<file path="src/hdl/jse_pkg.sv">
`timescale 1ns / 1ps

package jse_pkg;

    // Input ops
    localparam logic [1:0] OP_BEGIN = 2'd0;
    localparam logic [1:0] OP_DATA  = 2'd1;
    localparam logic [1:0] OP_END   = 2'd2;

    // ASCII bytes used by the escaper
    localparam logic [7:0] CH_QUOTE = 8'h22;
    localparam logic [7:0] CH_BSL   = 8'h5C;
    localparam logic [7:0] CH_BS    = 8'h08;
    localparam logic [7:0] CH_FF    = 8'h0C;
    localparam logic [7:0] CH_LF    = 8'h0A;
    localparam logic [7:0] CH_CR    = 8'h0D;
    localparam logic [7:0] CH_TAB   = 8'h09;
    localparam logic [7:0] CH_LC_B  = 8'h62;
    localparam logic [7:0] CH_LC_F  = 8'h66;
    localparam logic [7:0] CH_LC_N  = 8'h6E;
    localparam logic [7:0] CH_LC_R  = 8'h72;
    localparam logic [7:0] CH_LC_T  = 8'h74;
    localparam logic [7:0] CH_LC_U  = 8'h75;

    // Command queue depth
    localparam int QDEPTH = 4;
    localparam int QAW    = $clog2(QDEPTH);

    typedef struct packed {
        logic [1:0] op;
        logic [7:0] in_byte;
    } in_item_t;

    typedef struct packed {
        logic [7:0] out_byte;
        logic       last;
        logic       error;
    } out_item_t;

    // Work handed from front to back
    typedef enum logic [1:0] {
        CMD_BYTE = 2'd0,    // one literal byte
        CMD_PAIR = 2'd1,    // backslash + data[7:0]
        CMD_HEX  = 2'd2,    // backslash u + four hex digits of data
        CMD_ERR  = 2'd3     // single error result
    } cmd_kind_t;

    typedef struct packed {
        cmd_kind_t   kind;
        logic [15:0] data;
    } cmd_t;

    // Queue handshake between the two halves
    typedef struct packed {
        logic push;
        logic full;
    } q_wr_ctl_t;

    typedef struct packed {
        logic pop;
        logic empty;
    } q_rd_ctl_t;

    // Lower-case hex digit of a nibble
    function automatic logic [7:0] hex_char(input logic [3:0] nib);
        logic [7:0] c;
        if (nib < 4'd10) begin
            c = 8'h30 + {4'd0, nib};
        end else begin
            c = 8'h57 + {4'd0, nib};
        end
        return c;
    endfunction

endpackage

</file>
<file path="src/hdl/jse_front.sv">
`timescale 1ns / 1ps

module jse_front
    import jse_pkg::*;
(
    input  logic      aclk,
    input  logic      aresetn,
    input  logic      s_valid,
    output logic      s_ready,
    input  in_item_t  s_data,
    input  logic      cfg_valid,
    output logic      cfg_ready,
    input  logic      cfg_data,
    input  logic      q_full,
    output q_wr_ctl_t q_wr,
    output cmd_t      q_cmd
);

    logic        force_ucs2_reg;
    logic [15:0] partial_code_reg, partial_code_next;
    logic [1:0]  bytes_pending_reg, bytes_pending_next;
    logic        accept;
    logic        push;
    logic [7:0]  b;

    assign cfg_ready = 1'b1;
    assign s_ready   = !q_full;
    assign accept    = s_valid && s_ready;
    assign b         = s_data.in_byte;

    assign q_wr.push = push;
    assign q_wr.full = q_full;

    // Classify the request and update the UTF-8 decode state
    always_comb begin
        partial_code_next  = partial_code_reg;
        bytes_pending_next = bytes_pending_reg;
        push               = 1'b0;
        q_cmd.kind         = CMD_BYTE;
        q_cmd.data         = 16'd0;
        if (accept) begin
            case (s_data.op)
                OP_BEGIN: begin
                    partial_code_next  = 16'd0;
                    bytes_pending_next = 2'd0;
                    push               = 1'b1;
                    q_cmd.data         = {8'd0, CH_QUOTE};
                end
                OP_END: begin
                    push = 1'b1;
                    if (bytes_pending_reg != 2'd0) begin
                        partial_code_next  = 16'd0;
                        bytes_pending_next = 2'd0;
                        q_cmd.kind         = CMD_ERR;
                    end else begin
                        q_cmd.data = {8'd0, CH_QUOTE};
                    end
                end
                OP_DATA: begin
                    if (bytes_pending_reg == 2'd2) begin
                        // middle byte of a three-byte sequence
                        partial_code_next  = partial_code_reg | {4'd0, b[5:0], 6'd0};
                        bytes_pending_next = 2'd1;
                    end else if (bytes_pending_reg != 2'd0) begin
                        // final continuation byte
                        partial_code_next  = 16'd0;
                        bytes_pending_next = 2'd0;
                        push               = 1'b1;
                        q_cmd.kind         = CMD_HEX;
                        q_cmd.data         = partial_code_reg | {10'd0, b[5:0]};
                    end else begin
                        push = 1'b1;
                        case (b)
                            CH_QUOTE: begin
                                q_cmd.kind = CMD_PAIR;
                                q_cmd.data = {8'd0, CH_QUOTE};
                            end
                            CH_BSL: begin
                                q_cmd.kind = CMD_PAIR;
                                q_cmd.data = {8'd0, CH_BSL};
                            end
                            CH_BS: begin
                                q_cmd.kind = CMD_PAIR;
                                q_cmd.data = {8'd0, CH_LC_B};
                            end
                            CH_FF: begin
                                q_cmd.kind = CMD_PAIR;
                                q_cmd.data = {8'd0, CH_LC_F};
                            end
                            CH_LF: begin
                                q_cmd.kind = CMD_PAIR;
                                q_cmd.data = {8'd0, CH_LC_N};
                            end
                            CH_CR: begin
                                q_cmd.kind = CMD_PAIR;
                                q_cmd.data = {8'd0, CH_LC_R};
                            end
                            CH_TAB: begin
                                q_cmd.kind = CMD_PAIR;
                                q_cmd.data = {8'd0, CH_LC_T};
                            end
                            default: begin
                                if (force_ucs2_reg && b[7]) begin
                                    if (b[7:5] == 3'b111) begin
                                        // three-byte lead, low four bits kept
                                        push               = 1'b0;
                                        partial_code_next  = {b[3:0], 12'd0};
                                        bytes_pending_next = 2'd2;
                                    end else if (b[7:5] == 3'b110) begin
                                        push               = 1'b0;
                                        partial_code_next  = {5'd0, b[4:0], 6'd0};
                                        bytes_pending_next = 2'd1;
                                    end else begin
                                        // stray continuation byte
                                        q_cmd.kind = CMD_ERR;
                                    end
                                end else begin
                                    q_cmd.data = {8'd0, b};
                                end
                            end
                        endcase
                    end
                end
                default: begin
                    // unused op: no result, state kept
                end
            endcase
        end
    end

    always_ff @(posedge aclk) begin
        if (!aresetn) begin
            force_ucs2_reg    <= 1'b0;
            partial_code_reg  <= 16'd0;
            bytes_pending_reg <= 2'd0;
        end else begin
            if (cfg_valid && cfg_ready) begin
                force_ucs2_reg <= cfg_data;
            end
            partial_code_reg  <= partial_code_next;
            bytes_pending_reg <= bytes_pending_next;
        end
    end

endmodule

</file>
<file path="src/hdl/jse_queue.sv">
`timescale 1ns / 1ps

module jse_queue
    import jse_pkg::*;
(
    input  logic      aclk,
    input  logic      aresetn,
    input  q_wr_ctl_t wr,
    input  cmd_t      wr_cmd,
    input  q_rd_ctl_t rd,
    output cmd_t      rd_cmd,
    output logic      full,
    output logic      empty
);

    cmd_t           mem [QDEPTH];
    logic [QAW-1:0] wr_ptr_reg, rd_ptr_reg;
    logic [QAW:0]   count_reg;
    logic           do_push, do_pop;

    assign full    = (count_reg == (QAW+1)'(QDEPTH));
    assign empty   = (count_reg == '0);
    assign do_push = wr.push && !wr.full;
    assign do_pop  = rd.pop && !rd.empty;
    assign rd_cmd  = mem[rd_ptr_reg];

    // Storage
    always_ff @(posedge aclk) begin
        if (do_push) begin
            mem[wr_ptr_reg] <= wr_cmd;
        end
    end

    // Pointers and fill count
    always_ff @(posedge aclk) begin
        if (!aresetn) begin
            wr_ptr_reg <= '0;
            rd_ptr_reg <= '0;
            count_reg  <= '0;
        end else begin
            if (do_push) begin
                wr_ptr_reg <= wr_ptr_reg + 1'b1;
            end
            if (do_pop) begin
                rd_ptr_reg <= rd_ptr_reg + 1'b1;
            end
            if (do_push && !do_pop) begin
                count_reg <= count_reg + 1'b1;
            end else if (do_pop && !do_push) begin
                count_reg <= count_reg - 1'b1;
            end
        end
    end

endmodule

</file>
<file path="src/hdl/jse_back.sv">
`timescale 1ns / 1ps

module jse_back
    import jse_pkg::*;
(
    input  logic      aclk,
    input  logic      aresetn,
    input  cmd_t      q_cmd,
    input  logic      q_empty,
    output q_rd_ctl_t q_rd,
    output logic      m_valid,
    input  logic      m_ready,
    output out_item_t m_data
);

    logic       active_reg;
    cmd_t       cmd_reg;
    logic [2:0] idx_reg;
    logic       out_valid_reg;
    out_item_t  out_reg;

    logic       load;
    logic       final_byte;
    logic [2:0] last_idx;
    logic       pop;
    out_item_t  cur;
    logic [3:0] nib;

    assign m_valid    = out_valid_reg;
    assign m_data     = out_reg;
    assign load       = active_reg && (!out_valid_reg || m_ready);
    assign final_byte = (idx_reg == last_idx);
    assign pop        = !q_empty && (!active_reg || (load && final_byte));
    assign q_rd.pop   = pop;
    assign q_rd.empty = q_empty;

    // Index of the last byte of each command
    always_comb begin
        case (cmd_reg.kind)
            CMD_PAIR: last_idx = 3'd1;
            CMD_HEX:  last_idx = 3'd5;
            default:  last_idx = 3'd0;
        endcase
    end

    // Digit of the code point for the current position
    always_comb begin
        case (idx_reg)
            3'd2:    nib = cmd_reg.data[15:12];
            3'd3:    nib = cmd_reg.data[11:8];
            3'd4:    nib = cmd_reg.data[7:4];
            default: nib = cmd_reg.data[3:0];
        endcase
    end

    // Byte at the current position of the command
    always_comb begin
        cur.last  = final_byte;
        cur.error = 1'b0;
        unique case (cmd_reg.kind)
            CMD_BYTE: cur.out_byte = cmd_reg.data[7:0];
            CMD_PAIR: cur.out_byte = (idx_reg == 3'd0) ? CH_BSL : cmd_reg.data[7:0];
            CMD_HEX: begin
                if (idx_reg == 3'd0) begin
                    cur.out_byte = CH_BSL;
                end else if (idx_reg == 3'd1) begin
                    cur.out_byte = CH_LC_U;
                end else begin
                    cur.out_byte = hex_char(nib);
                end
            end
            CMD_ERR: begin
                cur.out_byte = 8'd0;
                cur.error    = 1'b1;
            end
            default: cur.out_byte = 8'd0;
        endcase
    end

    // Command sequencer
    always_ff @(posedge aclk) begin
        if (!aresetn) begin
            active_reg <= 1'b0;
            idx_reg    <= 3'd0;
        end else begin
            if (pop) begin
                active_reg <= 1'b1;
                idx_reg    <= 3'd0;
            end else if (load && final_byte) begin
                active_reg <= 1'b0;
            end else if (load) begin
                idx_reg <= idx_reg + 3'd1;
            end
        end
    end

    always_ff @(posedge aclk) begin
        if (pop) begin
            cmd_reg <= q_cmd;
        end
    end

    // Output register
    always_ff @(posedge aclk) begin
        if (!aresetn) begin
            out_valid_reg <= 1'b0;
        end else if (load) begin
            out_valid_reg <= 1'b1;
        end else if (m_ready) begin
            out_valid_reg <= 1'b0;
        end
    end

    always_ff @(posedge aclk) begin
        if (load) begin
            out_reg <= cur;
        end
    end

endmodule

</file>
<file path="src/hdl/json_string_escaper_unit.sv">
`timescale 1ns / 1ps

// JSON string escaper. A begin request yields an opening quote, an end request a
// closing quote, and each data byte yields itself, a two-byte backslash escape,
// or (with force_ucs2 set, written through the cfg channel while idle, a rule
// for the user that the block does not enforce) a six-byte \uXXXX escape once
// its UTF-8 sequence is complete; stray continuation bytes and an end inside a
// sequence yield one error result. The front classifies one request per cycle,
// while the queue is not full, into a four-entry command queue; the back drains
// it into a command register and emits one byte per cycle, while m_ready is
// high, through a registered output, so a request yields 0, 1, 2 or 6 bytes
// (0 for a lead byte, a middle continuation byte or an unused op). Sustained
// rate is set by the output side: one byte per cycle while m_ready is high.
module json_string_escaper_unit
    import jse_pkg::*;
(
    input  logic      aclk,
    input  logic      aresetn,
    input  logic      s_valid,
    output logic      s_ready,
    input  in_item_t  s_data,
    output logic      m_valid,
    input  logic      m_ready,
    output out_item_t m_data,
    input  logic      cfg_valid,
    output logic      cfg_ready,
    input  logic      cfg_data
);

    q_wr_ctl_t q_wr;
    q_rd_ctl_t q_rd;
    cmd_t      wr_cmd;
    cmd_t      rd_cmd;
    logic      q_full;
    logic      q_empty;

    jse_front u_front (
        .aclk      (aclk),
        .aresetn   (aresetn),
        .s_valid   (s_valid),
        .s_ready   (s_ready),
        .s_data    (s_data),
        .cfg_valid (cfg_valid),
        .cfg_ready (cfg_ready),
        .cfg_data  (cfg_data),
        .q_full    (q_full),
        .q_wr      (q_wr),
        .q_cmd     (wr_cmd)
    );

    jse_queue u_queue (
        .aclk    (aclk),
        .aresetn (aresetn),
        .wr      (q_wr),
        .wr_cmd  (wr_cmd),
        .rd      (q_rd),
        .rd_cmd  (rd_cmd),
        .full    (q_full),
        .empty   (q_empty)
    );

    jse_back u_back (
        .aclk    (aclk),
        .aresetn (aresetn),
        .q_cmd   (rd_cmd),
        .q_empty (q_empty),
        .q_rd    (q_rd),
        .m_valid (m_valid),
        .m_ready (m_ready),
        .m_data  (m_data)
    );

endmodule
</file>
<file path="config.mk">
export PLATFORM = sky130hd
export DESIGN_NAME = json_string_escaper_unit
export DESIGN_NICKNAME = d
export VERILOG_FILES = /design/src/hdl/jse_pkg.sv /design/src/hdl/jse_front.sv /design/src/hdl/jse_queue.sv /design/src/hdl/jse_back.sv /design/src/hdl/json_string_escaper_unit.sv
export SDC_FILE = /design/constraint.sdc
export NUM_CORES = 1
export LEC_CHECK = 0
export BUFFER_PORTS_ARGS = -buffer_cell sky130_fd_sc_hd__buf_2
export CAP_MARGIN = 10
export CORE_ASPECT_RATIO = 0.8
export CORE_UTILIZATION = 40
export DETAILED_ROUTE_END_ITERATION = 10
export PLACE_DENSITY_LB_ADDON = 0.08
export SETUP_SLACK_MARGIN = 0.05
export SLEW_MARGIN = 25
export SYNTH_ARGS = -nofsm -noshare
export SYNTH_HDL_FRONTEND = slang
export SYNTH_SLANG_ARGS = --single-unit
</file>
<file path="constraint.sdc">
create_clock -name aclk -period 9.65 [get_ports aclk]
set_clock_uncertainty 0.2 [all_clocks]
set_input_delay 1.93 -clock aclk [delete_from_list [all_inputs] [get_ports aclk]]
set_output_delay 1.93 -clock aclk [all_outputs]
set_load 0.02 [all_outputs]
</file>
==> qor.yml <==
status: "finished, final reports clean"
powerDensity_nw_per_um2: 276
hp-class: "flop to flop"
grt.overflow.total: 0
seqPwrFrac_pct: 43.2
clk_latency_ns: 0.40
dr.pass1.iters: 4
cts_tree: "yes"
synth_seq_cells: 125
cp_max_fo: 7
dr.first_iter.drc_count: 225
clk_pin_slew_ns: 0.05
area_growth_syn_to_layout_pct: 15.0
num_rows: 38
synth-edff-count: 100
layout_setup_ws_ns: 5.20
grtUsageMet2_pct: 27.2
cp-end-kind: "flop"
maxSlewHeadroom_pct: 32.7
drv_cap: 0
max_freq_mhz: 225
cts_sinks: 125
gr-usage-met1_pct: 22.2
vdd_drop_max_mv: 0.124
final_nets: 485
dieArea_sq_um: 14800
die_x_um: 136
drv_slew: 0
post_drt_wl_per_cell_um: 17.6
cpPeakStageDelay_ns: 0.52
diodes: 0
grt_pass1_vias: 3441
synthDistinctLibCells: 60
grt_pass1_wl_um: 18200
holdWs_ns: 0.274
rsz0062_at_grt: "false"
gr-usage-met3_pct: 4.56
cts_inserted_buffers: 17
preCtsSetupSlack_ns: 4.76
postCtsSetupRepairBufs: 0
drive_above_1_share_pct: 18.7
swShare_pct: 29.4
path_cells: "buf_2 > ha_1 > a211oi_2 > a21boi_1 > ha_1 > inv_1 > fa_1 > xor2_1 > or3_1 > a21boi_0"
cts_root_buffer: "clkbuf_16"
pin_count: 29
io_buffers: 27
dp_hpwl_um: 7760
drcViolationCount: 0
report.final.setup_viol: 0
min_period_ns: 4.45
largest_reg_flops: 72
initial_core_util_pct: 41.5
synth.net_count: 459
cp_common_cell: "ha_1"
ys_seq_area_share_pct: 61.4
gpl.final_weighted_congestion: 0.926
slowest_stage: "a21boi_1"
postRouteWirelength_um: 11300
crit_arrival_ns: 4.57
pwr-share-clk_pct: 34.2
avgSynthCellArea_sq_um: 13.5
coreArea_sq_um: 13700
final_cells: 641
placedCellCount: 610
setup.worst_path.class: "input port to flop"
p_comb_share_pct: 22.6
ys_async_sr_fraction_pct: 0
tightest_slew_ns: 1.01
hold_violations: 0
busiest_layer: "met2"
htreeDepth: 4
cts.path.max_buffers: 2
power.internal_w: 0.00128
postCtsHoldBufs: 0
grt_usage_pct: 16.9
ys_warn_count: 0
cp.required_ns: 9.77
via_per_inst: 5.38
antenna_found_initial: 0
grt_max_degree: 21
vias: 3450
p_leak_nw: 2.41
die_h_um: 109
critPathLaunchType: "input port"
p_switching_w: 0.000533
fin_crit_sh_pct: 46.1
synthesis.instances: 423
setup-tns-final_ns: 0
syn_area_sq_um: 5710
cts_resized: 0
synth_ff_type: "edfxtp_1"
postRouteAntennaNets: 0
==> final cells by class <==
type | count | area (sq um)
repair buffers | 28 | 143
inverters | 20 | 75.1
clock buffers | 18 | 429
well taps | 180 | 225
clock inverters | 13 | 150
fillers | 1196 | 7180
flip-flops and latches | 125 | 3500
multi-input cells | 257 | 2040
==> power groups by stage <==
stage	Clock (W)	Sequential (W)	Combinational [W]
after floorplan	0	0.000771	0.000311
after global placement	0	0.000798	0.000408
after detailed placement	0	0.000796	0.000410
after CTS	0.000633	0.000786	0.000412
after global routing	0.000660	0.000798	0.000460
final	0.000620	0.000782	0.000408
==> cells in the mapped netlist (4+ instances only) <==
master	n	area (sq um)
o21ai_0	15	75.1
mux4_2	18	405
clkbuf_1	15	56.3
nor3_1	12	60.1
a22o_1	7	61.3
edfxtp_1	100	3000
mux2i_1	7	70.1
nor2b_1	12	75.1
xnor2_1	5	43.8
xor2_1	4	35.0
ha_1	19	238
o31ai_1	5	37.5
dfxtp_1	25	500
nand3_1	9	45.0
a31oi_1	10	62.6
and2_1	22	138
inv_1	20	75.1
a21oi_1	22	110
nor2_1	22	82.6
nand2_1	18	67.6
==> logic make-up (layout without fill, tap and decap cells) <==
kind of cell	count (synthesis)	count (layout)	share of synthesized area [%]
DFF	125	125	61.4
and+or+nand+nor	113	113	10.5
AOI/OAI and AO/OA	87	87	10.5
buffers and inverters	41	79	2.96
muxes	27	27	8.72
adders and majority gates	20	20	4.51
xor gates and xnor gates	9	9	1.38
other	1	1	0.0657
==> worst max-delay path: cells and delay by family <==
family                     cells  cell delay [ns]
buffers and inverters          2             0.19
and+or+nand+nor                1             0.31
AOI/OAI and AO/OA              3             1.07
xor gates and xnor gates       1             0.18
adders and majority gates      3             0.89
==> stage by stage <==
step	area (sq um)	utilization, %	total power (W)
CTS	6560	47.8	0.00183
floorplan	5710	-	0.00108
finish	6560	47.8	0.00181
detailed placement	5980	43.6	0.00121
global placement	5980	43.6	0.00121
global route	6560	47.8	0.00192
==> path summary, 6_finish.rpt <==
path                               startpoint                     endpoint  slack (ns)  cells after the start
setup / recovery                    s_data[8]         u_queue.count_reg[2]        5.20                     10
hold / removal    u_front.partial_code_reg[9]  u_front.partial_code_reg[9]        0.27                      1
setup reg to reg         u_queue.count_reg[0]         u_queue.count_reg[2]        6.40                      9
hold reg to reg   u_front.partial_code_reg[9]  u_front.partial_code_reg[9]        0.27                      1
==> per-layer routing <==
| layer | vias to the layer above | wire (um) |
|---|---|---|
| met4 | 0 | 83 |
| met5 | - | 0 |
| met3 | 4 | 604 |
| li1 | 1653 | - |
| met1 | 1692 | 5230 |
| met2 | 101 | 5380 |
==> layout by cell type (no fill, tap or decap), types with 2 or more instances in the layout <==
cell / instances
a21boi_0: 2
a21oi_1: 22
a22o_1: 7
a22oi_1: 2
a31o_2: 2
a31oi_1: 10
a32o_1: 3
and2_1: 22
and3_1: 2
buf_2: 27
bufinv_16: 3
clkbuf_16: 17
clkinv_1: 2
clkinv_2: 4
clkinv_4: 2
clkinvlp_4: 2
dfxtp_1: 24
edfxtp_1: 100
ha_1: 19
inv_1: 20
mux2_2: 2
mux2i_1: 7
mux4_2: 18
nand2_1: 18
nand2b_1: 3
nand3_1: 9
nand4_1: 2
nor2_1: 22
nor2b_1: 12
nor3_1: 12
o21ai_0: 15
o22ai_1: 2
o2bb2ai_1: 2
o31ai_1: 5
o41ai_1: 2
or2_0: 2
xnor2_1: 5
xor2_1: 4
No activity file was read; power rests on OpenSTA's default activity.
